===== src/rtl/core/fec_pkg.sv =====
// Shared types, constants and helpers of the coalescing free extent table.
// Used by the extent cells, the walk unit, the top level and the port checker.
package fec_pkg;

    localparam int MAX_EXTENTS = 64;
    localparam int CNT_W       = $clog2(MAX_EXTENTS + 1);
    localparam int STEP_W      = $clog2(MAX_EXTENTS + 2);

    localparam logic [0:0] CFG_HEADER_BYTES = 1'd0;
    localparam logic [0:0] CFG_HEAP_TOTAL   = 1'd1;

    localparam logic [7:0]  HEADER_RESET = 8'd16;
    localparam logic [31:0] HEAP_RESET   = 32'd0;

    typedef struct packed {
        logic [31:0] start;
        logic [31:0] payload;
    } extent_t;

    typedef struct packed {
        logic [31:0] addr;
        logic [31:0] size;
        logic [7:0]  hdr;
        logic [31:0] addr_m;
        logic        addr_ok;
        logic [33:0] blk_end;
        logic [32:0] sz_h;
        logic [CNT_W-1:0] count;
    } job_t;

    typedef struct packed {
        logic              run;
        logic              first;
        logic [STEP_W-1:0] step;
    } walk_ctl_t;

    typedef struct packed {
        logic mb;
        logic ma;
    } walk_res_t;

    typedef struct packed {
        logic        accepted;
        logic        merged_before;
        logic        merged_after;
        logic [6:0]  free_extent_count;
        logic [31:0] free_bytes;
        logic [31:0] heap_total;
    } result_t;

    typedef enum logic [1:0] {
        ST_IDLE,
        ST_WALK,
        ST_DONE
    } state_t;

    typedef enum logic [2:0] {
        MD_SEEK,
        MD_PASS,
        MD_SKIP,
        MD_REPLACE,
        MD_INSERT,
        MD_SHIFT
    } mode_t;

    function automatic logic [31:0] sat32(input logic [34:0] v);
        logic [31:0] r;
        r = (|v[34:32]) ? 32'hFFFF_FFFF : v[31:0];
        return r;
    endfunction

endpackage


===== src/rtl/core/fec_if.sv =====
// Valid/ready channel interfaces for freed blocks and for result items.
// Depends on nothing but the field widths of the block.
interface fec_in_if;
    logic        valid;
    logic        ready;
    logic [31:0] block_address;
    logic [31:0] block_size;

    modport source (output valid, block_address, block_size, input ready);
    modport sink   (input valid, block_address, block_size, output ready);
endinterface

interface fec_out_if;
    logic        valid;
    logic        ready;
    logic        accepted;
    logic        merged_before;
    logic        merged_after;
    logic [6:0]  free_extent_count;
    logic [31:0] free_bytes;
    logic [31:0] heap_total;

    modport source (output valid, accepted, merged_before, merged_after, free_extent_count,
                    free_bytes, heap_total, input ready);
    modport sink   (input valid, accepted, merged_before, merged_after, free_extent_count,
                    free_bytes, heap_total, output ready);
endinterface


===== src/rtl/core/fec_cell.sv =====
// One storage cell of the extent chain: holds one extent and loads its neighbor on shift.
// Depends on fec_pkg.
module fec_cell
(
    input  logic            clk,
    input  logic            shift,
    input  fec_pkg::extent_t nbr,
    output fec_pkg::extent_t held
);

    fec_pkg::extent_t ext_reg;

    always_ff @(posedge clk)
    begin
        if (shift)
        begin
            ext_reg <= nbr;
        end
    end

    assign held = ext_reg;

endmodule


===== src/rtl/core/fec_walk.sv =====
// Walk unit: reads the head cell of the rotating chain and writes the rewritten
// stream into the tail cell, behind its stage registers s1_reg and s2_reg. Depends on fec_pkg.
module fec_walk
(
    input  logic               clk,
    input  logic               rst_n,
    input  fec_pkg::walk_ctl_t ctl,
    input  fec_pkg::job_t      job,
    input  fec_pkg::extent_t   head,
    output fec_pkg::extent_t   tail,
    output fec_pkg::walk_res_t res
);

    typedef struct packed {
        fec_pkg::extent_t e;
        logic             on;
        logic             valid;
        logic             le;
        logic             mbf;
        logic             maf;
        logic [33:0]      psum;
        logic [32:0]      t;
    } stage_t;

    stage_t s1_reg, s1_next, s2_reg;
    fec_pkg::extent_t d_reg;
    fec_pkg::mode_t mode_reg, mode_next;
    logic mb_reg, mb_next, ma_reg, ma_next;
    logic [34:0] both_sum;

    always_comb
    begin
        s1_next.e     = head;
        s1_next.on    = ctl.step < fec_pkg::STEP_W'(fec_pkg::MAX_EXTENTS);
        s1_next.valid = ctl.step < fec_pkg::STEP_W'(job.count);
        s1_next.le    = head.start <= job.addr;
        s1_next.mbf   = job.addr_ok &&
                        (({1'b0, head.start} + {1'b0, head.payload}) == {1'b0, job.addr_m});
        s1_next.maf   = {2'b00, head.start} == job.blk_end;
        s1_next.psum  = {2'b00, head.payload} + {1'b0, job.sz_h};
        s1_next.t     = {1'b0, head.payload} + {25'd0, job.hdr};
    end

    always_ff @(posedge clk or negedge rst_n)
    begin
        if (!rst_n)
        begin
            s1_reg   <= '0;
            s2_reg   <= '0;
            mode_reg <= fec_pkg::MD_SEEK;
            mb_reg   <= 1'b0;
            ma_reg   <= 1'b0;
        end
        else if (ctl.first)
        begin
            mode_reg <= fec_pkg::MD_SEEK;
            mb_reg   <= 1'b0;
            ma_reg   <= 1'b0;
        end
        else if (ctl.run)
        begin
            s1_reg   <= s1_next;
            s2_reg   <= s1_reg;
            mode_reg <= mode_next;
            mb_reg   <= mb_next;
            ma_reg   <= ma_next;
        end
    end

    always_ff @(posedge clk)
    begin
        if (ctl.run)
        begin
            d_reg <= s2_reg.e;
        end
    end

    assign both_sum = {1'b0, s2_reg.psum} + {2'b00, s1_reg.t};

    always_comb
    begin
        tail      = s2_reg.e;
        mode_next = mode_reg;
        mb_next   = mb_reg;
        ma_next   = ma_reg;
        if (s2_reg.on)
        begin
            unique case (mode_reg)
                fec_pkg::MD_SEEK:
                begin
                    if (s2_reg.valid && s2_reg.le)
                    begin
                        if (!(s1_reg.valid && s1_reg.le))
                        begin
                            mb_next = s2_reg.mbf;
                            ma_next = s1_reg.valid && s1_reg.maf;
                            if (s2_reg.mbf && ma_next)
                            begin
                                tail.payload = fec_pkg::sat32(both_sum);
                                mode_next    = fec_pkg::MD_SKIP;
                            end
                            else if (s2_reg.mbf)
                            begin
                                tail.payload = fec_pkg::sat32({1'b0, s2_reg.psum});
                                mode_next    = fec_pkg::MD_PASS;
                            end
                            else if (ma_next)
                            begin
                                mode_next = fec_pkg::MD_REPLACE;
                            end
                            else
                            begin
                                mode_next = fec_pkg::MD_INSERT;
                            end
                        end
                    end
                    else
                    begin
                        mb_next = 1'b0;
                        ma_next = s2_reg.valid && s2_reg.maf;
                        tail.start = job.addr;
                        if (ma_next)
                        begin
                            tail.payload = fec_pkg::sat32({1'b0, s2_reg.psum});
                            mode_next    = fec_pkg::MD_PASS;
                        end
                        else
                        begin
                            tail.payload = job.size;
                            mode_next    = fec_pkg::MD_SHIFT;
                        end
                    end
                end
                fec_pkg::MD_REPLACE:
                begin
                    tail.start   = job.addr;
                    tail.payload = fec_pkg::sat32({1'b0, s2_reg.psum});
                    mode_next    = fec_pkg::MD_PASS;
                end
                fec_pkg::MD_INSERT:
                begin
                    tail.start   = job.addr;
                    tail.payload = job.size;
                    mode_next    = fec_pkg::MD_SHIFT;
                end
                fec_pkg::MD_SHIFT:
                begin
                    tail = d_reg;
                end
                fec_pkg::MD_SKIP:
                begin
                    tail = s1_reg.e;
                end
                fec_pkg::MD_PASS:
                begin
                    tail = s2_reg.e;
                end
                default:
                begin
                    tail = s2_reg.e;
                end
            endcase
        end
    end

    assign res.mb = mb_reg;
    assign res.ma = ma_reg;

endmodule


===== src/rtl/core/coalescing_free_extent_table_unit.sv =====
// Top level of the coalescing free extent table: control, totals, result register.
// Depends on fec_pkg, fec_if, fec_cell and fec_walk.
//
// Usage:
//   in_ch carries one freed block per item (block_address, block_size), valid/ready.
//   out_ch carries one result item per freed block, valid/ready, held in an
//   output register until taken.
//   cfg_we/cfg_index/cfg_data write header_bytes (index 0) or heap_total_bytes
//   (index 1); write only while no item is in flight.
// Timing:
//   The extents live in a chain of MAX_EXTENTS cells that rotates by one cell
//   per cycle while an item walks. An item rotates the whole chain once and passes
//   through the walk unit pipeline, then its result is posted from ST_DONE.
//   An accepted item gives its result once the walk ends and out_ch is free; a block
//   that finds the table full skips the walk and goes straight to ST_DONE.
//   One item is in work at a time (ready only when idle).
// Reset:
//   Clears the extent count and the free byte total, sets header_bytes to 16
//   and heap_total_bytes to 0. The cells themselves are not cleared.
// Stall:
//   A result waits in the output register; a finished walk holds in its last
//   state and input stays blocked until the waiting result is taken.
module coalescing_free_extent_table_unit
(
    input  logic            clk,
    input  logic            rst_n,
    fec_in_if.sink          in_ch,
    fec_out_if.source       out_ch,
    input  logic            cfg_we,
    input  logic [0:0]      cfg_index,
    input  logic [31:0]     cfg_data
);

    fec_pkg::state_t state_reg, state_next;
    logic [fec_pkg::STEP_W-1:0] step_reg, step_next;
    fec_pkg::job_t job_reg, job_next;
    logic acc_reg, acc_next;
    logic [fec_pkg::CNT_W-1:0] count_reg, count_next;
    logic [31:0] sum_reg, sum_next;
    logic [7:0]  hdr_reg;
    logic [31:0] heap_reg;
    logic out_valid_reg, out_valid_next;
    fec_pkg::result_t res_reg, res_next;

    fec_pkg::walk_ctl_t ctl;
    fec_pkg::walk_res_t wres;
    fec_pkg::extent_t   tail;
    fec_pkg::extent_t   chain [fec_pkg::MAX_EXTENTS];

    logic in_acc;
    logic [32:0] sz_h;

    genvar gi;
    generate
        for (gi = 0; gi < fec_pkg::MAX_EXTENTS; gi++)
        begin : g_cell
            if (gi == fec_pkg::MAX_EXTENTS - 1)
            begin : g_last
                fec_cell u_cell (.clk(clk), .shift(ctl.run), .nbr(tail), .held(chain[gi]));
            end
            else
            begin : g_mid
                fec_cell u_cell (.clk(clk), .shift(ctl.run), .nbr(chain[gi+1]),
                                 .held(chain[gi]));
            end
        end
    endgenerate

    fec_walk u_walk
    (
        .clk  (clk),
        .rst_n(rst_n),
        .ctl  (ctl),
        .job  (job_reg),
        .head (chain[0]),
        .tail (tail),
        .res  (wres)
    );

    assign in_ch.ready = state_reg == fec_pkg::ST_IDLE;
    assign in_acc      = in_ch.valid && (state_reg == fec_pkg::ST_IDLE);
    assign sz_h        = {1'b0, in_ch.block_size} + {25'd0, hdr_reg};

    assign ctl.run   = state_reg == fec_pkg::ST_WALK;
    assign ctl.first = in_acc;
    assign ctl.step  = step_reg;

    always_comb
    begin
        state_next     = state_reg;
        step_next      = step_reg;
        job_next       = job_reg;
        acc_next       = acc_reg;
        count_next     = count_reg;
        sum_next       = sum_reg;
        res_next       = res_reg;
        out_valid_next = out_valid_reg && !out_ch.ready;
        unique case (state_reg)
            fec_pkg::ST_IDLE:
            begin
                if (in_acc)
                begin
                    job_next.addr    = in_ch.block_address;
                    job_next.size    = in_ch.block_size;
                    job_next.hdr     = hdr_reg;
                    job_next.addr_m  = in_ch.block_address - {24'd0, hdr_reg};
                    job_next.addr_ok = in_ch.block_address >= {24'd0, hdr_reg};
                    job_next.blk_end = {2'b00, in_ch.block_address} + {1'b0, sz_h};
                    job_next.sz_h    = sz_h;
                    job_next.count   = count_reg;
                    acc_next  = count_reg != fec_pkg::CNT_W'(fec_pkg::MAX_EXTENTS);
                    step_next = '0;
                    state_next = acc_next ? fec_pkg::ST_WALK : fec_pkg::ST_DONE;
                end
            end
            fec_pkg::ST_WALK:
            begin
                step_next = step_reg + fec_pkg::STEP_W'(1);
                if (step_reg == fec_pkg::STEP_W'(fec_pkg::MAX_EXTENTS + 1))
                begin
                    state_next = fec_pkg::ST_DONE;
                end
            end
            fec_pkg::ST_DONE:
            begin
                if (!out_valid_reg || out_ch.ready)
                begin
                    if (acc_reg)
                    begin
                        if (wres.mb && wres.ma)
                        begin
                            count_next = count_reg - fec_pkg::CNT_W'(1);
                        end
                        else if (!wres.mb && !wres.ma)
                        begin
                            count_next = count_reg + fec_pkg::CNT_W'(1);
                        end
                        sum_next = fec_pkg::sat32({3'b000, sum_reg} + {2'b00, job_reg.sz_h});
                    end
                    res_next.accepted          = acc_reg;
                    res_next.merged_before     = acc_reg && wres.mb;
                    res_next.merged_after      = acc_reg && wres.ma;
                    res_next.free_extent_count = 7'(count_next);
                    res_next.free_bytes        = sum_next;
                    res_next.heap_total        = heap_reg;
                    out_valid_next = 1'b1;
                    state_next     = fec_pkg::ST_IDLE;
                end
            end
            default:
            begin
                state_next = fec_pkg::ST_IDLE;
            end
        endcase
    end

    always_ff @(posedge clk or negedge rst_n)
    begin
        if (!rst_n)
        begin
            state_reg     <= fec_pkg::ST_IDLE;
            step_reg      <= '0;
            acc_reg       <= 1'b0;
            count_reg     <= '0;
            sum_reg       <= '0;
            out_valid_reg <= 1'b0;
        end
        else
        begin
            state_reg     <= state_next;
            step_reg      <= step_next;
            acc_reg       <= acc_next;
            count_reg     <= count_next;
            sum_reg       <= sum_next;
            out_valid_reg <= out_valid_next;
        end
    end

    always_ff @(posedge clk)
    begin
        job_reg <= job_next;
        res_reg <= res_next;
    end

    always_ff @(posedge clk or negedge rst_n)
    begin
        if (!rst_n)
        begin
            hdr_reg  <= fec_pkg::HEADER_RESET;
            heap_reg <= fec_pkg::HEAP_RESET;
        end
        else if (cfg_we)
        begin
            unique case (cfg_index)
                fec_pkg::CFG_HEADER_BYTES: hdr_reg  <= cfg_data[7:0];
                fec_pkg::CFG_HEAP_TOTAL:   heap_reg <= cfg_data;
                default:                   hdr_reg  <= hdr_reg;
            endcase
        end
    end

    assign out_ch.valid             = out_valid_reg;
    assign out_ch.accepted          = res_reg.accepted;
    assign out_ch.merged_before     = res_reg.merged_before;
    assign out_ch.merged_after      = res_reg.merged_after;
    assign out_ch.free_extent_count = res_reg.free_extent_count;
    assign out_ch.free_bytes        = res_reg.free_bytes;
    assign out_ch.heap_total        = res_reg.heap_total;

endmodule


===== src/flat_wrapper.sv =====
// flat-port wrapper written by rule: the top's interface ports become plain ports
module coalescing_free_extent_table_unit_flat 
  (clk, rst_n, cfg_we, cfg_index, cfg_data, in_ch_valid, in_ch_block_address, in_ch_block_size, in_ch_ready, out_ch_valid, out_ch_accepted, out_ch_merged_before, out_ch_merged_after, out_ch_free_extent_count, out_ch_free_bytes, out_ch_heap_total, out_ch_ready);
  fec_in_if in_ch_i ();
  fec_out_if out_ch_i ();
  input  logic clk;
  input  logic rst_n;
  input  logic cfg_we;
  input  logic [0:0] cfg_index;
  input  logic [31:0] cfg_data;
  input wire logic [$bits(in_ch_i.valid)-1:0] in_ch_valid;
  input wire logic [$bits(in_ch_i.block_address)-1:0] in_ch_block_address;
  input wire logic [$bits(in_ch_i.block_size)-1:0] in_ch_block_size;
  output wire logic [$bits(in_ch_i.ready)-1:0] in_ch_ready;
  output wire logic [$bits(out_ch_i.valid)-1:0] out_ch_valid;
  output wire logic [$bits(out_ch_i.accepted)-1:0] out_ch_accepted;
  output wire logic [$bits(out_ch_i.merged_before)-1:0] out_ch_merged_before;
  output wire logic [$bits(out_ch_i.merged_after)-1:0] out_ch_merged_after;
  output wire logic [$bits(out_ch_i.free_extent_count)-1:0] out_ch_free_extent_count;
  output wire logic [$bits(out_ch_i.free_bytes)-1:0] out_ch_free_bytes;
  output wire logic [$bits(out_ch_i.heap_total)-1:0] out_ch_heap_total;
  input wire logic [$bits(out_ch_i.ready)-1:0] out_ch_ready;
  assign in_ch_i.valid = in_ch_valid;
  assign in_ch_i.block_address = in_ch_block_address;
  assign in_ch_i.block_size = in_ch_block_size;
  assign in_ch_ready = in_ch_i.ready;
  assign out_ch_valid = out_ch_i.valid;
  assign out_ch_accepted = out_ch_i.accepted;
  assign out_ch_merged_before = out_ch_i.merged_before;
  assign out_ch_merged_after = out_ch_i.merged_after;
  assign out_ch_free_extent_count = out_ch_i.free_extent_count;
  assign out_ch_free_bytes = out_ch_i.free_bytes;
  assign out_ch_heap_total = out_ch_i.heap_total;
  assign out_ch_i.ready = out_ch_ready;
  coalescing_free_extent_table_unit u_core (.clk(clk), .rst_n(rst_n), .in_ch(in_ch_i), .out_ch(out_ch_i), .cfg_we(cfg_we), .cfg_index(cfg_index), .cfg_data(cfg_data));
endmodule

===== config.mk =====
export PLATFORM = sky130hd
export DESIGN_NAME = coalescing_free_extent_table_unit_flat
export DESIGN_NICKNAME = d
export VERILOG_FILES = /design/src/rtl/core/fec_pkg.sv /design/src/rtl/core/fec_if.sv /design/src/rtl/core/fec_cell.sv /design/src/rtl/core/fec_walk.sv /design/src/rtl/core/coalescing_free_extent_table_unit.sv /design/src/flat_wrapper.sv
export SDC_FILE = /design/constraint.sdc
export NUM_CORES = 2
export LEC_CHECK = 0
export ABC_AREA = 0
export BUFFER_PORTS_ARGS = -buffer_cell sky130_fd_sc_hd__buf_2
export CAP_MARGIN = 5
export CORE_MARGIN = 2
export CORE_UTILIZATION = 50
export DETAILED_ROUTE_END_ITERATION = 8
export PLACE_DENSITY = 0.7
export SLEW_MARGIN = 20
export SYNTH_ARGS = -nofsm -noshare
export SYNTH_HDL_FRONTEND = slang
export SYNTH_SLANG_ARGS = --single-unit
export TNS_END_PERCENT = 100

===== constraint.sdc =====
create_clock -name clk -period 117.7 [get_ports clk]
set_input_delay 17.655 -clock clk [delete_from_list [all_inputs] [get_ports clk]]
set_output_delay 17.655 -clock clk [all_outputs]
set_load 0.02 [all_outputs]

==> summary.md <==
| Metric | Value |
|---|---|
| Syn Std Cell Area | `0.162 mm^2` |
| Final period util | `19.3%` |
| Detailed Route WL | `328000 um` |
| CTS buffer count | `445` |
| Count of final setup violators | `0` |
| Initial standard-cell utilization of the core | `50.3%` |
| Port buffer count | `177` |
| Maximum vdd ir drop | `22.8 uV` |
| Net count of the finished layout | `9103` |
| Power dissipated by switching net loads | `between 0.001 and 0.0015 W` |
| Overflow left after global routing | `0` |
| Finished Cell Area | `0.183 mm^2` |
| Dominant combinational cell family by area after synthesis | `compound AO/OA/AOI/OAI gates` |
| Clock sink count | `4747` |
| Global-route wire length before repair | `roughly 480000 um` |
| Simple-gate share of the synthesized area | `a little over 4%` |
| Slack of the worst reg-to-reg path | `111.11 ns` |
| Worst clock skew on the final layout | `0.0966 ns` |
| Synthesized instance count | `8240` |
| Root Driver | `clkbuf_16` |
| Data arrival time of the worst path | `23.41 ns` |
| Number of filler instances in the final layout | `23300` |
| Critical hold path startpoint | `u_core.g_cell[25].g_mid.u_cell.held[35]` |
| Library cell with the largest summed area after synthesis | `edfxtp_1` |
| Register share of total power | `58.0%` |
| Primary FF master, synth | `edfxtp_1` |
| Number of levels the H-tree was split into | `5` |
| Drt pass-1 iters | `6` |
| Width of the die | `573 um` |
| Share of the synthesized area in compound gates (AO/OA/AOI/OAI) | `about 4.5%` |
| Clock slew at the register clock pins of the worst setup and hold paths | `0.07 ns` |
| Number of synthesized register bits | `4747` |
| Max-cap violations | `0` |
| WS Path Type | `in -> reg` |
| Clock group share of total power | `27.9%` |
| R2r worst-path depth | `8` |
| Proportion of synthesized flip-flops having asynchronous set or reset | `under 10%` |
| Syn_area_per_cell | `19.6 um^2` |
| Drc violations | `0` |
| Quantity of hold-fixing buffers added after cts | `0` |
| Via count of the first global-routing pass | `71400` |
| Minimum period implied by the final worst setup slack | `22.73 ns` |
| Hold Vio Cnt, Final | `0` |
| Count of flip-flops with a built-in enable after synthesis | `approximately 4400` |
| GP Congestion | `0.926` |
| Net count of the mapped netlist | `around 8600` |
| Post-detailed-placement cell area | `about 0.17 mm^2` |
| Site row count | `about 210` |
| Post-route ant nets | `0` |
| Number of buffers on the longest clock path | `4` |
| Design Power | `0.00509 W` |
| Area of the core | `0.322 mm^2` |
| Per-cell via count in the routed design | `5.45` |
| Number of synthesis warnings | `0` |
| GRT Util Overall | `between 10% and 20%` |
| Total count of max-transition violations in the final report | `0` |
| Terminus of the critical flop-to-flop path | `u_core.g_cell[58].g_mid.u_cell.held[3]` |
| Cell depth of the worst hold path | `0` |
| Power per cell area | `27.8 mW/mm^2` |
| Required arrival time at the worst endpoint | `between 100 and 150 ns` |
| Result of the run | `complete, no violations` |
| Distinct cell type count of the synthesized netlist | `just under 100` |
| HPWL after detailed placement | `196000 um` |
| Internal | `0.00369 W` |
| Via total after detailed routing | `between 70000 and 80000` |
| Clock insertion delay at the later pin of the skew report | `1.00 ns` |
| WL per Instance | `between 20 and 25 um` |
| Mux share of post-synthesis cell area | `0.325%` |
| Hold endpoint | `u_core.g_cell[24].g_mid.u_cell.held[35]` |
| Startpoint Class | `input pin` |
| Number of buffers inserted to repair setup after CTS | `0` |
| Combinational group share of total power | `14.1%` |
| Switching power share of the total | `27.5%` |
| RSZ-0062 raised after global routing | `false` |
| I/O pin count | `around 180` |
| Worst setup EP type | `register` |
| 1st-iter DRT viols | `8253` |
| Initial antenna violation count | `78` |
| Flip-flop count of the largest register after layout | `4032` |
| Worst min-delay path class | `reg -> reg` |
| Share of Yosys cell area claimed by the top area cell type | `between 80 and 90%` |
| Most common cell after layout, fill and taps aside | `edfxtp_1` |
| Share of post-route cells with drive strength above 1 | `11.1%` |
| FMAX | `0.0440 GHz` |
| Top post-synthesis cells by area | `edfxtp_1, dfrtp_1, nand2_1` |
| Post-synthesis sequential area ratio | `87.0%` |
| Standby leakage power | `63.4 nW` |
| Die area | `around 0.33 mm^2` |
| Transition time at the pin with the least slew margin | `1.30 ns` |
| Leading cell types in the layout, fill and taps excluded | `edfxtp_1, nand2_1, clkbuf_16, dfrtp_1, nor2_1` |
| Max Fanout on Critical Path | `10` |
| Clock tree from TritonCTS | `yes` |
| Sum Neg Setup Slack | `0 ns` |
| Worst reg2reg path startpoint | `u_core.state_reg[1]` |
| Maximum number of pins on one net before global-route repair | `217` |
| Max_slew headroom | `11.1%` |
| Resized Gates After CTS | `0` |
| Relative area change from synthesis to final layout | `13.0%` |
| Synth Area in Adders | `roughly 1.9%` |
| Die Y | `573 um` |
| Xor/xnor cell area share of the yosys netlist | `1.37%` |
layout make-up:
class,instances,area [um^2],area share [%]
flip-flops and latches,4747,141000,77.0
repair buffers,278,1850,1.01
well taps,4305,5390,2.94
diodes,14,35.0,0.0191
multi-input cells,3159,19800,10.8
clock inverters,280,2880,1.57
inverters,132,509,0.278
clock buffers,548,11700,6.39
Yosys cell counts, types with 18 or more instances:
library cell and number:
and2_1 19, inv_1 131, o31ai_1 34, nand3_1 54, ha_1 230, nor2b_1 32, nand2b_1 34, a222oi_1 32
edfxtp_1 4413, and3_1 36, nand2_1 818, a211oi_1 35, a22oi_1 18, dfrtp_1 333, xor2_1 103, mux2_2 37
a21oi_1 265, nor3_1 66, nor2_1 305, o21ai_1 20, a221oi_1 25, nand4_1 60, o21a_1 43, a21o_1 67
o32a_1 41, o21ai_0 278, xnor2_1 150, clkbuf_1 161, o2111ai_1 25, buf_1 19, a31oi_1 36, o211ai_1 30
through the flow:
stage,util [%],hold WS (ns),setup WS (ns),instances
floorplan,-,0.400,13.22,8240
global placement,52.3,0.400,94.02,12600
detailed placement,52.3,0.405,94.06,12600
CTS,56.8,0.352,95.06,13400
global route,56.9,0.369,94.47,13500
finish,56.9,0.353,94.97,13500
kinds of logic after synthesis:
kind of cell / after synthesis
AOI/OAI and AO/OA: 1107
and+or+nand+nor: 1513
DFF: 4747
xor gates and xnor gates: 253
adders and majority gates: 238
muxes: 48
buffers and inverters: 334
critical path, stage by stage:
cell,delay [ns]
buf_2,0.10
ha_1,0.16
inv_1,0.06
fa_1,0.41
nor2b_1,0.12
o21ai_0,0.13
a21boi_0,0.28
o21ai_0,0.16
a21boi_0,0.28
o21ai_0,0.16
a21boi_1,0.78
nand2_1,0.15
xnor2_1,0.30
ha_1,0.37
a21oi_1,0.25
a21oi_1,0.14
o41ai_1,0.45
o2111ai_1,0.33
a2111oi_4,0.46
o31ai_1,0.20
a221oi_1,0.36
xor2_1,0.10
layer usage:
layer	vias to the layer above	GRT usage (%)	part of all wire [%]
met1	37300	29.0	45
met4	6	6.61	3.2
met5	-	0	0.010
met2	2413	29.0	45
met3	642	4.04	7.0
li1	32900	-	-
power by group through the flow:
stage	logic [W]	clock network [W]	registers [W]
after detailed placement	0.000713	0	0.00296
after global placement	0.000697	0	0.00295
final	0.000718	0.00142	0.00295
after global routing	0.000789	0.00152	0.00301
after CTS	0.000715	0.00146	0.00296
after floorplan	0.000475	0	0.00595
how the worst max path moves through the flow:
stage	start	to
2_1_floorplan	u_core.state_reg[1]	u_core.g_cell[0].g_mid.u_cell.held[0]
3_3_place_gp	in_ch_block_size[0]	u_core.job_reg[72]
3_5_place_dp	in_ch_block_size[0]	u_core.job_reg[72]
4_1_cts	in_ch_block_size[0]	u_core.job_reg[72]
5_1_grt	in_ch_block_size[0]	u_core.job_reg[72]
6_report	in_ch_block_size[0]	u_core.job_reg[72]
No activity file was read; power rests on OpenSTA's default activity.
